## src/rtl/lqs_pkg.sv

```systemverilog
`default_nettype none

package lqs_pkg;

   // Field formats
   localparam int COORD_WIDTH     = 24;
   localparam int FRAC_BITS       = 8;
   localparam int STRIP_VERTICES  = 6;
   localparam int SCALE_WIDTH     = 10;
   localparam int SCALE_FRAC      = 8;
   localparam int LINE_WIDTH_BITS = 12;
   localparam int WIDTH_FRAC      = 4;
   localparam int SPREAD_SHIFT    = 3;
   localparam int COLOR_WIDTH     = 8;
   localparam int OUT_WIDTH       = 28;
   localparam int UNIT_FRAC       = 30;

   // Derived datapath widths
   localparam int SCALED_WIDTH   = COORD_WIDTH + SCALE_WIDTH + 1 - SCALE_FRAC;
   localparam int DELTA_WIDTH    = SCALED_WIDTH + 1;
   localparam int DIR_WIDTH      = UNIT_FRAC;
   localparam int EXT_WIDTH      = (DELTA_WIDTH > DIR_WIDTH) ? DELTA_WIDTH : DIR_WIDTH;
   localparam int PRE_SHIFT_WIDTH = $clog2(EXT_WIDTH + 1);
   localparam int NORM_WIDTH     = DIR_WIDTH + 1;
   localparam int SQUARE_WIDTH   = 2 * DIR_WIDTH;
   localparam int SUMSQ_WIDTH    = 2 * DIR_WIDTH + 2;
   localparam int ROOT_WIDTH     = SUMSQ_WIDTH / 2;
   localparam int SQRT_REM_WIDTH = ROOT_WIDTH + 2;
   localparam int QUOT_WIDTH     = UNIT_FRAC + 1;
   localparam int SPREAD_WIDTH   = LINE_WIDTH_BITS + SCALE_WIDTH + SPREAD_SHIFT;
   localparam int PROD_WIDTH     = SPREAD_WIDTH + QUOT_WIDTH;
   localparam int ROUND_SHIFT    = WIDTH_FRAC + SCALE_FRAC + UNIT_FRAC - FRAC_BITS;
   localparam int MAG_WIDTH      = PROD_WIDTH + 1 - ROUND_SHIFT;
   localparam int TAN_WIDTH      = MAG_WIDTH + 1;
   localparam int SUM_WIDTH      = ((SCALED_WIDTH > TAN_WIDTH) ? SCALED_WIDTH : TAN_WIDTH) + 1;
   localparam int CLAMP_WIDTH    = (SUM_WIDTH > OUT_WIDTH) ? SUM_WIDTH : OUT_WIDTH;

   // Normalization: a big step shifts the sum of squares by twice NORM_BIG bits.
   localparam int NORM_BIG = 8;

   localparam int SQRT_STEPS = ROOT_WIDTH;
   localparam int DIV_STEPS  = QUOT_WIDTH;
   localparam int STEP_COUNT_WIDTH =
      $clog2((SQRT_STEPS > DIV_STEPS) ? SQRT_STEPS : DIV_STEPS);

   localparam logic [PROD_WIDTH:0] ROUND_HALF = (PROD_WIDTH + 1)'(1) << (ROUND_SHIFT - 1);
   localparam logic [QUOT_WIDTH-1:0] UNIT_ONE = QUOT_WIDTH'(1) << UNIT_FRAC;

   localparam logic signed [CLAMP_WIDTH-1:0] OUT_MAX =
      CLAMP_WIDTH'((64'sd1 <<< (OUT_WIDTH - 1)) - 64'sd1);
   localparam logic signed [CLAMP_WIDTH-1:0] OUT_MIN =
      CLAMP_WIDTH'(-(64'sd1 <<< (OUT_WIDTH - 1)));

   // Strip order
   localparam int VERTEX_COUNT_WIDTH = $clog2(STRIP_VERTICES);
   localparam logic [VERTEX_COUNT_WIDTH-1:0] FIRST_VERTEX  = '0;
   localparam logic [VERTEX_COUNT_WIDTH-1:0] CENTER_FIRST  = VERTEX_COUNT_WIDTH'(2);
   localparam logic [VERTEX_COUNT_WIDTH-1:0] CENTER_SECOND = VERTEX_COUNT_WIDTH'(3);
   localparam logic [VERTEX_COUNT_WIDTH-1:0] LAST_VERTEX   = VERTEX_COUNT_WIDTH'(STRIP_VERTICES - 1);

   // Queue between front and back
   localparam int QUEUE_DEPTH       = 2;
   localparam int QUEUE_PTR_WIDTH   = $clog2(QUEUE_DEPTH);
   localparam int QUEUE_COUNT_WIDTH = $clog2(QUEUE_DEPTH + 1);

   // Configuration registers
   localparam int CSR_INDEX_WIDTH = 3;
   localparam int CSR_DATA_WIDTH  = SCALE_WIDTH;

   typedef enum logic [CSR_INDEX_WIDTH-1:0] {
      CSR_SCALE = 0,
      CSR_RED   = 1,
      CSR_GREEN = 2,
      CSR_BLUE  = 3,
      CSR_ALPHA = 4
   } csr_index_type;

   localparam logic [SCALE_WIDTH-1:0] SCALE_RESET = SCALE_WIDTH'(256);
   localparam logic [COLOR_WIDTH-1:0] COLOR_RESET = COLOR_WIDTH'(255);

   typedef enum logic [3:0] {
      ENG_IDLE,
      ENG_SQUARE,
      ENG_SUM,
      ENG_NORM,
      ENG_SQRT,
      ENG_DIV,
      ENG_MUL,
      ENG_ROUND,
      ENG_DONE
   } engine_state_type;

   typedef struct packed {
      logic signed [SCALED_WIDTH-1:0] x1;
      logic signed [SCALED_WIDTH-1:0] y1;
      logic signed [SCALED_WIDTH-1:0] x2;
      logic signed [SCALED_WIDTH-1:0] y2;
      logic [SPREAD_WIDTH-1:0]        spread;
      logic [DIR_WIDTH-1:0]           ax;
      logic [DIR_WIDTH-1:0]           ay;
      logic                           dx_neg;
      logic                           dy_pos;
   } seg_type;

   typedef struct packed {
      logic signed [SCALED_WIDTH-1:0] x1;
      logic signed [SCALED_WIDTH-1:0] y1;
      logic signed [SCALED_WIDTH-1:0] x2;
      logic signed [SCALED_WIDTH-1:0] y2;
      logic signed [TAN_WIDTH-1:0]    tx;
      logic signed [TAN_WIDTH-1:0]    ty;
   } strip_type;

   typedef struct packed {
      logic signed [OUT_WIDTH-1:0] x;
      logic signed [OUT_WIDTH-1:0] y;
      logic [COLOR_WIDTH-1:0]      red;
      logic [COLOR_WIDTH-1:0]      green;
      logic [COLOR_WIDTH-1:0]      blue;
      logic [COLOR_WIDTH-1:0]      opacity;
      logic                        last;
   } vertex_type;

endpackage

`default_nettype wire

```

## src/rtl/lqs_queue.sv

```systemverilog
`default_nettype none

module lqs_queue import lqs_pkg::*; (
   input  wire logic clock,
   input  wire logic reset,
   input  wire logic push_valid,
   output logic      push_ready,
   input  seg_type   push_seg,
   output logic      pop_valid,
   input  wire logic pop_ready,
   output seg_type   pop_seg
);

   seg_type                      entry_ff [QUEUE_DEPTH];
   logic [QUEUE_PTR_WIDTH-1:0]   wr_ptr_ff, rd_ptr_ff;
   logic [QUEUE_COUNT_WIDTH-1:0] count_ff;
   logic                         push, pop;

   assign push_ready = (count_ff != QUEUE_COUNT_WIDTH'(QUEUE_DEPTH));
   assign pop_valid  = (count_ff != '0);
   assign pop_seg    = entry_ff[rd_ptr_ff];
   assign push       = push_valid && push_ready;
   assign pop        = pop_valid && pop_ready;

   always_ff @(posedge clock) begin
      if (reset) begin
         wr_ptr_ff <= '0;
         rd_ptr_ff <= '0;
         count_ff  <= '0;
      end else begin
         if (push) begin
            wr_ptr_ff <= (wr_ptr_ff == QUEUE_PTR_WIDTH'(QUEUE_DEPTH - 1)) ? '0 : wr_ptr_ff + 1'b1;
         end
         if (pop) begin
            rd_ptr_ff <= (rd_ptr_ff == QUEUE_PTR_WIDTH'(QUEUE_DEPTH - 1)) ? '0 : rd_ptr_ff + 1'b1;
         end
         if (push && !pop) begin
            count_ff <= count_ff + 1'b1;
         end else if (pop && !push) begin
            count_ff <= count_ff - 1'b1;
         end
      end
   end

   always_ff @(posedge clock) begin
      if (push) begin
         entry_ff[wr_ptr_ff] <= push_seg;
      end
   end

   a_count_bound: assert property (@(posedge clock) disable iff (reset)
      count_ff <= QUEUE_COUNT_WIDTH'(QUEUE_DEPTH))
      else $error("queue count beyond depth");

endmodule

`default_nettype wire

```

## config.mk

```make
export PLATFORM = sky130hd
export DESIGN_NAME = lqs_queue
export DESIGN_NICKNAME = d
export VERILOG_FILES = /design/src/rtl/lqs_pkg.sv /design/src/rtl/lqs_queue.sv
export SDC_FILE = /design/constraint.sdc
export NUM_CORES = 1
export LEC_CHECK = 0
export BUFFER_PORTS_ARGS = -buffer_cell sky130_fd_sc_hd__buf_2
export CAP_MARGIN = 20
export CELL_PAD_IN_SITES_DETAIL_PLACEMENT = 2
export CELL_PAD_IN_SITES_GLOBAL_PLACEMENT = 2
export CORE_MARGIN = 2
export CORE_UTILIZATION = 39
export CTS_CLUSTER_DIAMETER = 30
export DETAILED_ROUTE_END_ITERATION = 7
export GPL_TIMING_DRIVEN = 0
export HOLD_SLACK_MARGIN = 0.02
export PLACE_DENSITY_LB_ADDON = 0.1
export SLEW_MARGIN = 20
export SYNTH_ARGS = -nofsm -noshare
export SYNTH_HDL_FRONTEND = slang
export SYNTH_SLANG_ARGS = --single-unit
```

## constraint.sdc

```tcl
create_clock -name clock -period 16.7 [get_ports clock]
set_input_delay 4.175 -clock clock [delete_from_list [all_inputs] [get_ports clock]]
set_output_delay 4.175 -clock clock [all_outputs]
set_load 0.1 [all_outputs]
```

# == After elaboration in Yosys (flattened, before gate mapping) ==
# Memory sizes are Yosys's and may differ from the RTL's. A register that Yosys moved wholly into a read port is not among the register bits.
# Index checks and enable logic that the tools add are counted.
# totals
elab_cells,25
n_memories,1
in_bits,199
register_bits,4
ram_bits,390
output_inout_bits,197
# memory_table
memory,depth,word_bits,rd,rd_ports_with_merged_regs,write_ports,line,text
entry_ff,2,195,1,1,1,lqs_queue.sv:14,seg_type entry_ff [QUEUE_DEPTH];
# op_classes
eq_ne,1
reduce_logical,8
n_mux,8
n_addsub,4
# op_table
cell,n
$mux 1,6
$logic_and 1x1->1,4
$mux 2,2
$reduce_bool 2->1,2
$add 1x1->1 const B,2
$add 2x1->2 const B,1
$logic_not 1->1,2
$ne 2x2->1 const B,1
$sub 2x1->2 const B,1

# == Depth between registers and ports, before layout ==
# Gate-level depths: netlist of run 1.
# logic_depth
word_depth,6
ltp_mapped,6

# == Worst setup path after synthesis of run 1 ==
# Ideal clock, no wire load.
# synth_path
kind,input to register
start,input port push_valid
end,"memory entry_ff[1][0] (netlist name), enable pin"
path_slack_ps,7438
required_ps,16120
arrival_ps,8681
stages,1
path_cell_list,and3_1
# synth_via
elab_chain_len,3
# synth_rtl
element,line,text
from (decl),lqs_queue.sv:6,"input wire logic push_valid,"
$logic_and 1x1->1,lqs_queue.sv:22,assign push = push_valid && push_ready;
$mux 1,lqs_queue.sv:46,if (push) begin
$mux 1 (not written as such),lqs_queue.sv:47,entry_ff[wr_ptr_ff] <= push_seg;
to (decl),lqs_queue.sv:14,
# Every way passes these cells.

==> results of run 1 <==
final timing paths:
path	to	slack, ns
worst min register to register	rd_ptr_ff	0.52
worst max-delay path	pop_seg[110]	10.41
worst max register to register	entry_ff[0][37]	14.19
worst min-delay path	rd_ptr_ff	0.52
worst reg2reg max path: stages (launching register included):
cell      delay [ns]
dfxtp_1         0.40
nand2b_1        0.24
nand3b_1        0.26
inv_8           0.46
buf_16          0.36
buf_16          0.35
logic make-up after synthesis:
kind of cell,Yosys count
and+or+nand+nor,9
xor gates and xnor gates,3
muxes,195
buffers and inverters,23
adders and majority gates,1
AOI/OAI and AO/OA,5
DFF,395
metal layers:
metal,global-route usage (%),part of all wire (%),vias to the layer above,routed length [um]
met3,8.57,9.3,83,3710
met2,35.9,53,294,21200
met5,0,0.33,-,131
met1,19.2,34,4072,13500
met4,8.83,2.8,18,1120
li1,-,-,3585,-
through the flow:
stage                     setup WS (ns)  utilization [%]  instance area [sq um]
after floorplan                    7.44                -                  14900
after global placement             4.27             46.5                  17500
after detailed placement          10.50             47.0                  17700
after CTS                         10.34             55.4                  20900
after global routing              10.32             55.4                  20900
final                             10.41             55.5                  20900
placed cells by master (no fill, tap or decap), drive strengths merged, types with 2 or more instances in the layout:
master    instances
a21oi             2
buf             424
bufinv           16
clkbuf          109
clkinv           42
clkinvlp          3
dfxtp             5
diode             7
edfxtp          390
inv               4
mux2            195
nor2              3
o21ai             2
xor2              3
cell type report:
| cell class | instances | share of cell area [%] |
|---|---|---|
| diodes | 7 | 0.0839 |
| plain buffers | 22 | 1.07 |
| clock inverters | 64 | 3.52 |
| inverters | 1 | 0.0539 |
| flip-flops and latches | 395 | 56.5 |
| clock buffers | 109 | 11.6 |
| repair buffers | 402 | 10.2 |
| well taps | 511 | 3.06 |
| multi-input cells | 213 | 13.8 |
flip-flops by register name (all words and copies together) (netlist names), named ones only:
name / cells
entry_ff: 390
count_ff: 2
wr_ptr_ff: 1
rd_ptr_ff: 1
power groups by stage:
stage                     Clock, mW  Combinational [mW]  Sequential (mW)
final                          1.82                1.82             1.28
after global routing           1.90                1.88             1.29
after CTS                      1.85                1.85             1.28
after detailed placement          0                1.83             1.29
after global placement            0                1.81             1.33
after floorplan                   0                1.55             1.31
==> flow_metrics.env, run 1 <==
export IMPL_status="complete, no violations"
export IMPL_ir_worst_vdd_mv=0.156
export IMPL_switching_share_pct=41.0
export IMPL_hp_class="flop to flop"
export IMPL_cp_end_kind="primary output"
export IMPL_die_w_um=200
export IMPL_seqCellArea_sq_mm=0.0118
export IMPL_area_delta_synth_final_pct=40.0
export IMPL_vias=8052
export IMPL_cts_tree="yes"
export IMPL_cp_max_fo=10
export IMPL_wl_per_cell_um=23.0
export IMPL_hold_depth=2
export IMPL_cts_buffers=93
export IMPL_hold_slack_ns=0.521
export IMPL_synth_fa_ha_area_share_pct=0.0839
export IMPL_synth_top_family_by_area="multiplexers"
export IMPL_core_area_sq_mm=0.0377
export IMPL_synthDistinctLibCells=19
export IMPL_netlist_area_sq_mm=0.0149
export IMPL_htreeDepth=3
export IMPL_yosysTopAreaCellShare_pct=78.5
export IMPL_synth_xor_area_share_pct=0.176
export IMPL_max_slew_margin_rel_pct=63.6
export IMPL_num_io_pins=396
export IMPL_period_needed_ns=6.29
export IMPL_cap_violations=0
export IMPL_yosysTopAreaCell="edfxtp_1"
export IMPL_dieArea_sq_mm=0.0398
export IMPL_netlist_top_cells_count="edfxtp_1, mux2_4, mux2_2"
export IMPL_clk_pin_slew_ns=0.04
export IMPL_ant_nets=0
export IMPL_critPathLaunchType="flop"
export IMPL_io_buffers=395
export IMPL_syn_nets=831
export IMPL_cts_setup_buffers=0
export IMPL_gp_congestion=0.682
export IMPL_fin_nets=1328
export IMPL_cp_top_family="buffers and inverters"
export IMPL_drv_slew=0
export IMPL_routed_via_density=4.67
export IMPL_wl_mm=39.7
export IMPL_worstMarginPinSlew_ns=0.550
export IMPL_clock_root_buffer="clkbuf_16"
export IMPL_cts_sinks=395
export IMPL_dominantRegCellSynth="edfxtp_1"
export IMPL_cp_slowest_cell="buf_2"
export IMPL_cts_resized=0
export IMPL_cp_num_buf_inv=4
export IMPL_finalClockSkew_ns=0.0256
export IMPL_ys_seq_area_share_pct=79.2
export IMPL_synth_seq_cells=395
export IMPL_layout_worst_path_cycle_share_pct=37.6
export IMPL_avgSynthCellArea_sq_um=23.6
export IMPL_cpPeakStageDelay_ns=0.45
export IMPL_async_flop_share_pct=0
export IMPL_hold_viol_final=0
export IMPL_total_power_mw=4.92
export IMPL_clk_path_buf_depth=3
export IMPL_hp_start="rd_ptr_ff"
export IMPL_yosysMostFrequentCell="edfxtp_1"
export IMPL_power_per_cell_area_mw_per_mm2=235
export IMPL_clock_power_share_pct=36.9
export IMPL_totalNegativeSetupSlack_ns=0
export IMPL_nFillCells=3327
export IMPL_rsz0062_at_grt="false"
export IMPL_synth_edff_count=390
export IMPL_synth_simple_area_share_pct=0.336
export IMPL_grtUsageTotal_pct=19.7
export IMPL_leakage_nw=8.27
export IMPL_synth_area_leaders="edfxtp_1, mux2_4, mux2_2, buf_6, dfxtp_1"
export IMPL_clk_latency_ns=0.59
export IMPL_cts_hold_buf=0
export IMPL_detailed_place_hpwl_mm=25.6
export IMPL_die_h_um=200
export IMPL_start_util_pct=39.6
export IMPL_initialDrtViolationCount=213
export IMPL_seq_power_share_pct=26.0
export IMPL_dpl_cell_count=1544
export IMPL_grt_pass1_vias=9202
export IMPL_drive_gt1_share_pct=62.8
export IMPL_gr_total_overflow=0
export IMPL_r2r_start="count_ff[0]"
export IMPL_row_count=71
export IMPL_r2r_cells=5
export IMPL_grt_max_degree=68
export IMPL_crit_chain="buf_6 > buf_6 > buf_6 > mux2_4 > buf_2"
export IMPL_timing_critical_path_mode_cell="buf_6"
export IMPL_fmax_mhz=159
export IMPL_crit_required_ns=12.52
export IMPL_cp_arrival_ns=2.11
export IMPL_combPwrFrac_pct=37.1
export IMPL_ys_warn_count=0
export IMPL_multiInputGateArea_sq_mm=0.00288
export IMPL_power_switching_mw=2.02
export IMPL_synth_compound_area_share_pct=0.201
export IMPL_power_internal_mw=2.90
export IMPL_yosys_mux_area_fraction_pct=18.5
export IMPL_setup_viol=0
export IMPL_path_depth=5
export IMPL_layout_cells_non_filler=1724
export IMPL_drc=0
export IMPL_drt_pass1_iterations=4
export IMPL_syn_inst=631
export IMPL_critPathKind="flop to primary output"
export IMPL_grt_pass1_wl_mm=56.9
export IMPL_grt_antenna_before_repair=15
(Power assumes the default switching activity.)
==> inputs of run 2 (changes only) <==
CORE_UTILIZATION = 35   (was 39)
clock period = 5.23 ns   (was 16.7 ns; I/O delays follow)
==> run 2 against run 1 <==
  * Count of clock-buffer cells in the layout up 8
  * Highest routed layer unchanged
  * Setup slack worse by 8.6 ns
  * Non-clock buffer count up 5
  * Largest power group is now clock
==> flow_metrics.env, run 2 (synthesized netlist as in run 1, its figures left out) <==
export IMPL_status="complete, no violations"
export IMPL_num_io_pins=396
export IMPL_seqCellArea_sq_mm=0.0118
export IMPL_ant_nets=0
export IMPL_critPathLaunchType="flop"
export IMPL_combPwrFrac_pct=36.7
export IMPL_period_needed_ns=3.42
export IMPL_grt_pass1_vias=9116
export IMPL_cp_slowest_cell="buf_2"
export IMPL_max_slew_margin_rel_pct=59.3
export IMPL_gr_total_overflow=0
export IMPL_cts_sinks=395
export IMPL_timing_rr_end="entry_ff[1][68]"
export IMPL_grtUsageMet3_pct=7.49
export IMPL_fin_nets=1340
export IMPL_power_switching_mw=6.53
export IMPL_drc=0
export IMPL_drv_slew=0
export IMPL_crit_chain="buf_6 > buf_6 > buf_6 > mux2_4 > buf_2"
export IMPL_multiInputGateArea_sq_mm=0.00288
export IMPL_busiest_layer="met2"
export IMPL_nFillCells=3847
export IMPL_start_util_pct=35.5
export IMPL_regMostFlops="entry_ff"
export IMPL_clk_path_buf_depth=3
export IMPL_grtUsageTotal_pct=18.0
export IMPL_worstMarginPinSlew_ns=0.611
export IMPL_rsz0062_at_grt="false"
export IMPL_die_h_um=210
export IMPL_drt_pass1_iterations=4
export IMPL_switching_share_pct=40.7
export IMPL_dpl_cell_count=1577
export IMPL_io_buffers=395
export IMPL_grt_antenna_before_repair=11
export IMPL_mostFrequentLayoutCells="buf_2, edfxtp_1, mux2_4, clkbuf_16, mux2_2"
export IMPL_area_delta_synth_final_pct=42.4
export IMPL_drive_gt1_share_pct=64.1
export IMPL_r2r_cells=5
export IMPL_layout_commonest_cell="buf_2"
export IMPL_setup_viol=0
export IMPL_critPathKind="flop to primary output"
export IMPL_gr_usage_met1_pct=19.4
export IMPL_htreeDepth=3
export IMPL_cts_buffers=100
export IMPL_leakage_nw=8.40
export IMPL_cp_end_kind="primary output"
export IMPL_finalClockSkew_ns=0.0132
export IMPL_clock_root_buffer="clkbuf_16"
export IMPL_crit_required_ns=3.92
export IMPL_hp_class="flop to flop"
export IMPL_grt_pass1_wl_mm=58.4
export IMPL_gp_congestion=0.676
export IMPL_r2r_start="count_ff[0]"
export IMPL_seq_power_share_pct=25.4
export IMPL_cts_hold_buf=0
export IMPL_layout_cells_non_filler=1768
export IMPL_post_route_util_pct=50.5
export IMPL_core_area_sq_mm=0.0420
export IMPL_initialDrtViolationCount=236
export IMPL_r2r_slack_ns=2.68
export IMPL_top_regs="entry_ff x390, count_ff x2"
export IMPL_timing_critical_path_mode_cell="buf_6"
export IMPL_fmax_mhz=292
export IMPL_cts_setup_buffers=0
export IMPL_routed_via_density=4.54
export IMPL_dieArea_sq_mm=0.0443
export IMPL_cp_top_family="buffers and inverters"
export IMPL_cp_num_buf_inv=4
export IMPL_grt_max_degree=49
export IMPL_die_w_um=210
export IMPL_cts_resized=0
export IMPL_hold_viol_final=0
export IMPL_row_count=75
export IMPL_wl_per_cell_um=22.7
export IMPL_power_per_cell_area_mw_per_mm2=756
export IMPL_hold_depth=2
export IMPL_wl_mm=40.1
export IMPL_cp_arrival_ns=2.11
export IMPL_clk_latency_ns=0.59
export IMPL_power_internal_mw=9.52
export IMPL_clock_power_share_pct=38.0
export IMPL_vias=8034
export IMPL_cap_violations=0
export IMPL_cts_tree="yes"
export IMPL_layout_worst_path_cycle_share_pct=65.4
export IMPL_detailed_place_hpwl_mm=26.8
export IMPL_clk_pin_slew_ns=0.04
export IMPL_ir_worst_vdd_mv=0.385
export IMPL_largest_reg_flops=390
export IMPL_whs_endpoint="count_ff[1]"
export IMPL_grtUsageMet2_pct=31.9
export IMPL_cpPeakStageDelay_ns=0.44
export IMPL_hp_start="count_ff[1]"
export IMPL_cp_max_fo=10
[run 2: worst max path at each step]
stage	end	start	cells after the start	slack (ns)
floorplan	entry_ff[0][0]	push_valid	2	0.44
global placement	entry_ff[0][101]	push_valid	3	-1.94
detailed placement	entry_ff[1][101]	push_valid	5	1.88
CTS	pop_seg[68]	flop	5	1.74
global route	pop_seg[107]	flop	5	1.68
finish	pop_seg[70]	flop	5	1.81
[run 2: final cells by class]
type	count	area share, %
well taps	539	3.17
inverters	1	0.0353
repair buffers	407	10.6
diodes	7	0.0824
clock buffers	117	12.4
clock inverters	67	3.50
flip-flops and latches	395	55.6
plain buffers	22	1.05
multi-input cells	213	13.6
[run 2: power by group through the flow]
stage	clock, mW	combinational [mW]	sequential, mW
after floorplan	0	4.95	4.13
after global placement	0	5.80	4.18
after detailed placement	0	5.93	4.12
after CTS	6.23	5.96	4.08
after global routing	6.38	6.07	4.11
final	6.09	5.89	4.07
[run 2: through the flow]
stage / hold slack [ns] / total power, mW / TNS (ns) / instance area [sq um] / setup slack (ns)
finish: 0.546 / 16.1 / 0 / 21200 / 1.81
global route: 0.609 / 16.6 / 0 / 21200 / 1.68
floorplan: 0.471 / 9.08 / 0 / 14900 / 0.440
detailed placement: 0.504 / 10.0 / 0 / 17900 / 1.88
global placement: 0.491 / 9.99 / -513.59 / 17600 / -1.94
CTS: 0.547 / 16.3 / 0 / 21200 / 1.74
[run 2: worst min-delay path: cells and delay by family, from the launching register on]
kind               cells  cell delay, ns
AOI/OAI and AO/OA      2            0.15
DFF                    1            0.34
[run 2: layer usage]
metal  share of wire [%]  vias up
li1                    -     3608
met4                 1.9        8
met3                 8.6       70
met2                  53      297
met5                0.14        -
met1                  37     4051
==> inputs of run 3 (changes only) <==
ABC_AREA = 1   (was unset)
clock period = 2.7 ns   (was 5.23 ns; I/O delays follow)
==> run 3 against run 2 <==
  * Via count grew 2.1%
  * Combinational power grew 100%
  * Worst hold slack lost 0.29 ns
  * Critical path depth shrank 1
  * Clock power grew 89%
  * Sequential power grew 96%
  * Flip-flop and latch count is the same
  * Non-clock buffer count grew 8
  * Total power grew 95%
  * Register-to-register slack lost 2.3 ns
==> flow_metrics.env, run 3 <==
export IMPL_fin_nets=1362
export IMPL_grt_pass1_vias=9330
export IMPL_status="complete, no violations"
export IMPL_setup_ws_ns=0.0772
export IMPL_cp_max_fo=10
export IMPL_htreeDepth=3
export IMPL_layout_commonest_cell="edfxtp_1"
export IMPL_combPwrFrac_pct=37.6
export IMPL_syn_nets=844
export IMPL_wl_per_cell_um=22.5
export IMPL_synth_edff_count=390
export IMPL_netlist_top_cells_count="edfxtp_1, mux2_4, mux2_2"
export IMPL_nFillCells=3694
export IMPL_clk_latency_ns=0.60
export IMPL_power_per_cell_area_mw_per_mm2=1390
export IMPL_wl_mm=40.3
export IMPL_rsz0062_at_grt="true"
export IMPL_initialDrtViolationCount=216
export IMPL_critPathLaunchType="flop"
export IMPL_num_io_pins=396
export IMPL_cap_violations=0
export IMPL_area_delta_synth_final_pct=51.4
export IMPL_setup_viol=0
export IMPL_r2r_start="count_ff[0]"
export IMPL_yosysTopAreaCellShare_pct=78.4
export IMPL_met1_length_mm=14.2
export IMPL_cts_tree="yes"
export IMPL_hp_start="push_seg[18]"
export IMPL_layout_cells_non_filler=1792
export IMPL_yosysMostFrequentCell="edfxtp_1"
export IMPL_yosysTopAreaCell="edfxtp_1"
export IMPL_total_power_mw=31.3
export IMPL_die_h_um=211
export IMPL_dpl_cell_count=1597
export IMPL_mostFrequentLayoutCells="edfxtp_1, buf_2, mux2_4, buf_6, clkbuf_16"
export IMPL_start_util_pct=35.5
export IMPL_gr_total_overflow=0
export IMPL_drv_slew=0
export IMPL_dieArea_sq_mm=0.0443
export IMPL_pre_cts_slack_ns=0.131
export IMPL_ys_warn_count=0
export IMPL_async_flop_share_pct=0
export IMPL_core_area_sq_mm=0.0420
export IMPL_clock_power_share_pct=36.8
export IMPL_hold_slack_ns=0.255
export IMPL_syn_inst=644
export IMPL_regMostFlops="entry_ff"
export IMPL_die_w_um=211
export IMPL_top_regs="entry_ff x390, count_ff x2"
export IMPL_layout_worst_path_cycle_share_pct=97.1
export IMPL_drt_pass1_iterations=4
export IMPL_routed_via_density=4.58
export IMPL_seq_power_share_pct=25.5
export IMPL_leakage_nw=8.91
export IMPL_synthDistinctLibCells=14
export IMPL_max_slew_margin_rel_pct=60.3
export IMPL_detailed_place_hpwl_mm=27.2
export IMPL_worstMarginPinSlew_ns=0.595
export IMPL_finalClockSkew_ns=0.0171
export IMPL_io_buffers=395
export IMPL_largest_reg_flops=390
export IMPL_drc=0
export IMPL_ant_nets=0
export IMPL_route_met2_wl_mm=21.5
export IMPL_crit_required_ns=2.03
export IMPL_avgSynthCellArea_sq_um=23.2
export IMPL_highest_signal_layer="met5"
export IMPL_clk_path_buf_depth=3
export IMPL_gp_congestion=0.703
export IMPL_drive_gt1_share_pct=63.4
export IMPL_synth_seq_cells=395
export IMPL_grt_antenna_before_repair=16
export IMPL_dominantRegCellSynth="edfxtp_1"
export IMPL_power_switching_mw=12.1
export IMPL_hold_depth=1
export IMPL_synth_area_leaders="edfxtp_1, mux2_4, mux2_2, buf_6, dfxtp_1"
export IMPL_grt_max_degree=25
export IMPL_switching_share_pct=38.7
export IMPL_ir_worst_vdd_mv=0.875
export IMPL_critPathKind="flop to primary output"
export IMPL_clock_root_buffer="clkbuf_16"
export IMPL_clk_pin_slew_ns=0.05
export IMPL_grtUsageTotal_pct=18.0
export IMPL_cts_setup_buffers=0
export IMPL_grt_pass1_wl_mm=58.5
export IMPL_hp_class="primary input to flop"
export IMPL_power_internal_mw=19.2
export IMPL_netlist_area_sq_mm=0.0149
export IMPL_cp_end_kind="primary output"
export IMPL_route_met3_wl_mm=3.44
export IMPL_ys_seq_area_share_pct=79.1
export IMPL_r2r_cells=8
export IMPL_cts_buffers=101
export IMPL_fmax_mhz=381
export IMPL_vias=8199
export IMPL_row_count=75
export IMPL_period_needed_ns=2.62
export IMPL_cts_sinks=395
export IMPL_cp_arrival_ns=1.95
export IMPL_hold_viol_final=0
run 3: cell count changes after synthesis, moves of 2 or more:
| cell | change |
|---|---|
| xor2_1 | -3 |
| nand2_1 | +9 |
| inv_1 | +7 |
| nand3_1 | +2 |
| nor2_1 | +4 |
run 3: final timing paths:
kind              slack, ns          endpoint
setup / recovery       0.08      pop_seg[176]
hold / removal         0.26   entry_ff[0][18]
setup reg to reg       0.41  entry_ff[0][101]
hold reg to reg        0.52         rd_ptr_ff
run 3: through the flow:
step / area (sq um) / util [%] / TNS [ns]
2_1_floorplan: 15000 / - / -522.66
5_1_grt: 22600 / 53.7 / -0.0197
3_3_place_gp: 17600 / 41.9 / -1381.21
6_report: 22600 / 53.8 / 0
3_5_place_dp: 18100 / 43.0 / 0
4_1_cts: 22200 / 52.9 / -1.97
run 3: final cells by class:
class	instances	area, sq um	area share, %
flip-flops and latches	395	11800	52.3
repair buffers	415	3480	15.4
multi-input cells	219	2920	12.9
clock buffers	122	2680	11.9
well taps	539	674	2.98
clock inverters	62	637	2.82
plain buffers	22	350	1.55
inverters	8	30.0	0.133
diodes	10	25.0	0.111
run 3: metal layers:
layer / vias up / GRT usage (%)
met2: 317 / 32.0
met1: 4137 / 18.2
li1: 3658 / -
met5: - / 0
met3: 75 / 8.00
met4: 12 / 7.67
run 3: kinds of logic after synthesis:
logic type	share of synthesized area (%)
multiplexers	18.5
AND/OR/NAND/NOR	0.511
flip-flops	79.1
adder cells (fa/ha/maj)	0.0838
buffers and inverters	1.69
AO/OA/AOI/OAI	0.134
run 3: repair_timing:
action,in CTS,in global routing
endpoints found under the hold margin,0,0
hold buffers,0,0
endpoints found under the setup margin,190,80
gates resized for setup,277,108
cloned,0,1
run 3: critical path, stage by stage, from the launching register on:
cell and delay [ns]:
dfxtp_2 0.33, buf_8 0.15, buf_4 0.22, mux2_2 0.36, clkbuf_4 0.28
run 3: power by group through the flow:
stage | Clock, mW | Sequential [mW] | Combinational [mW]
global route | 12.1 | 8.07 | 12.1
finish | 11.5 | 7.99 | 11.8
floorplan | 0 | 8.10 | 8.75
detailed placement | 0 | 8.09 | 10.6
CTS | 11.8 | 8.00 | 11.6
global placement | 0 | 8.20 | 10.3
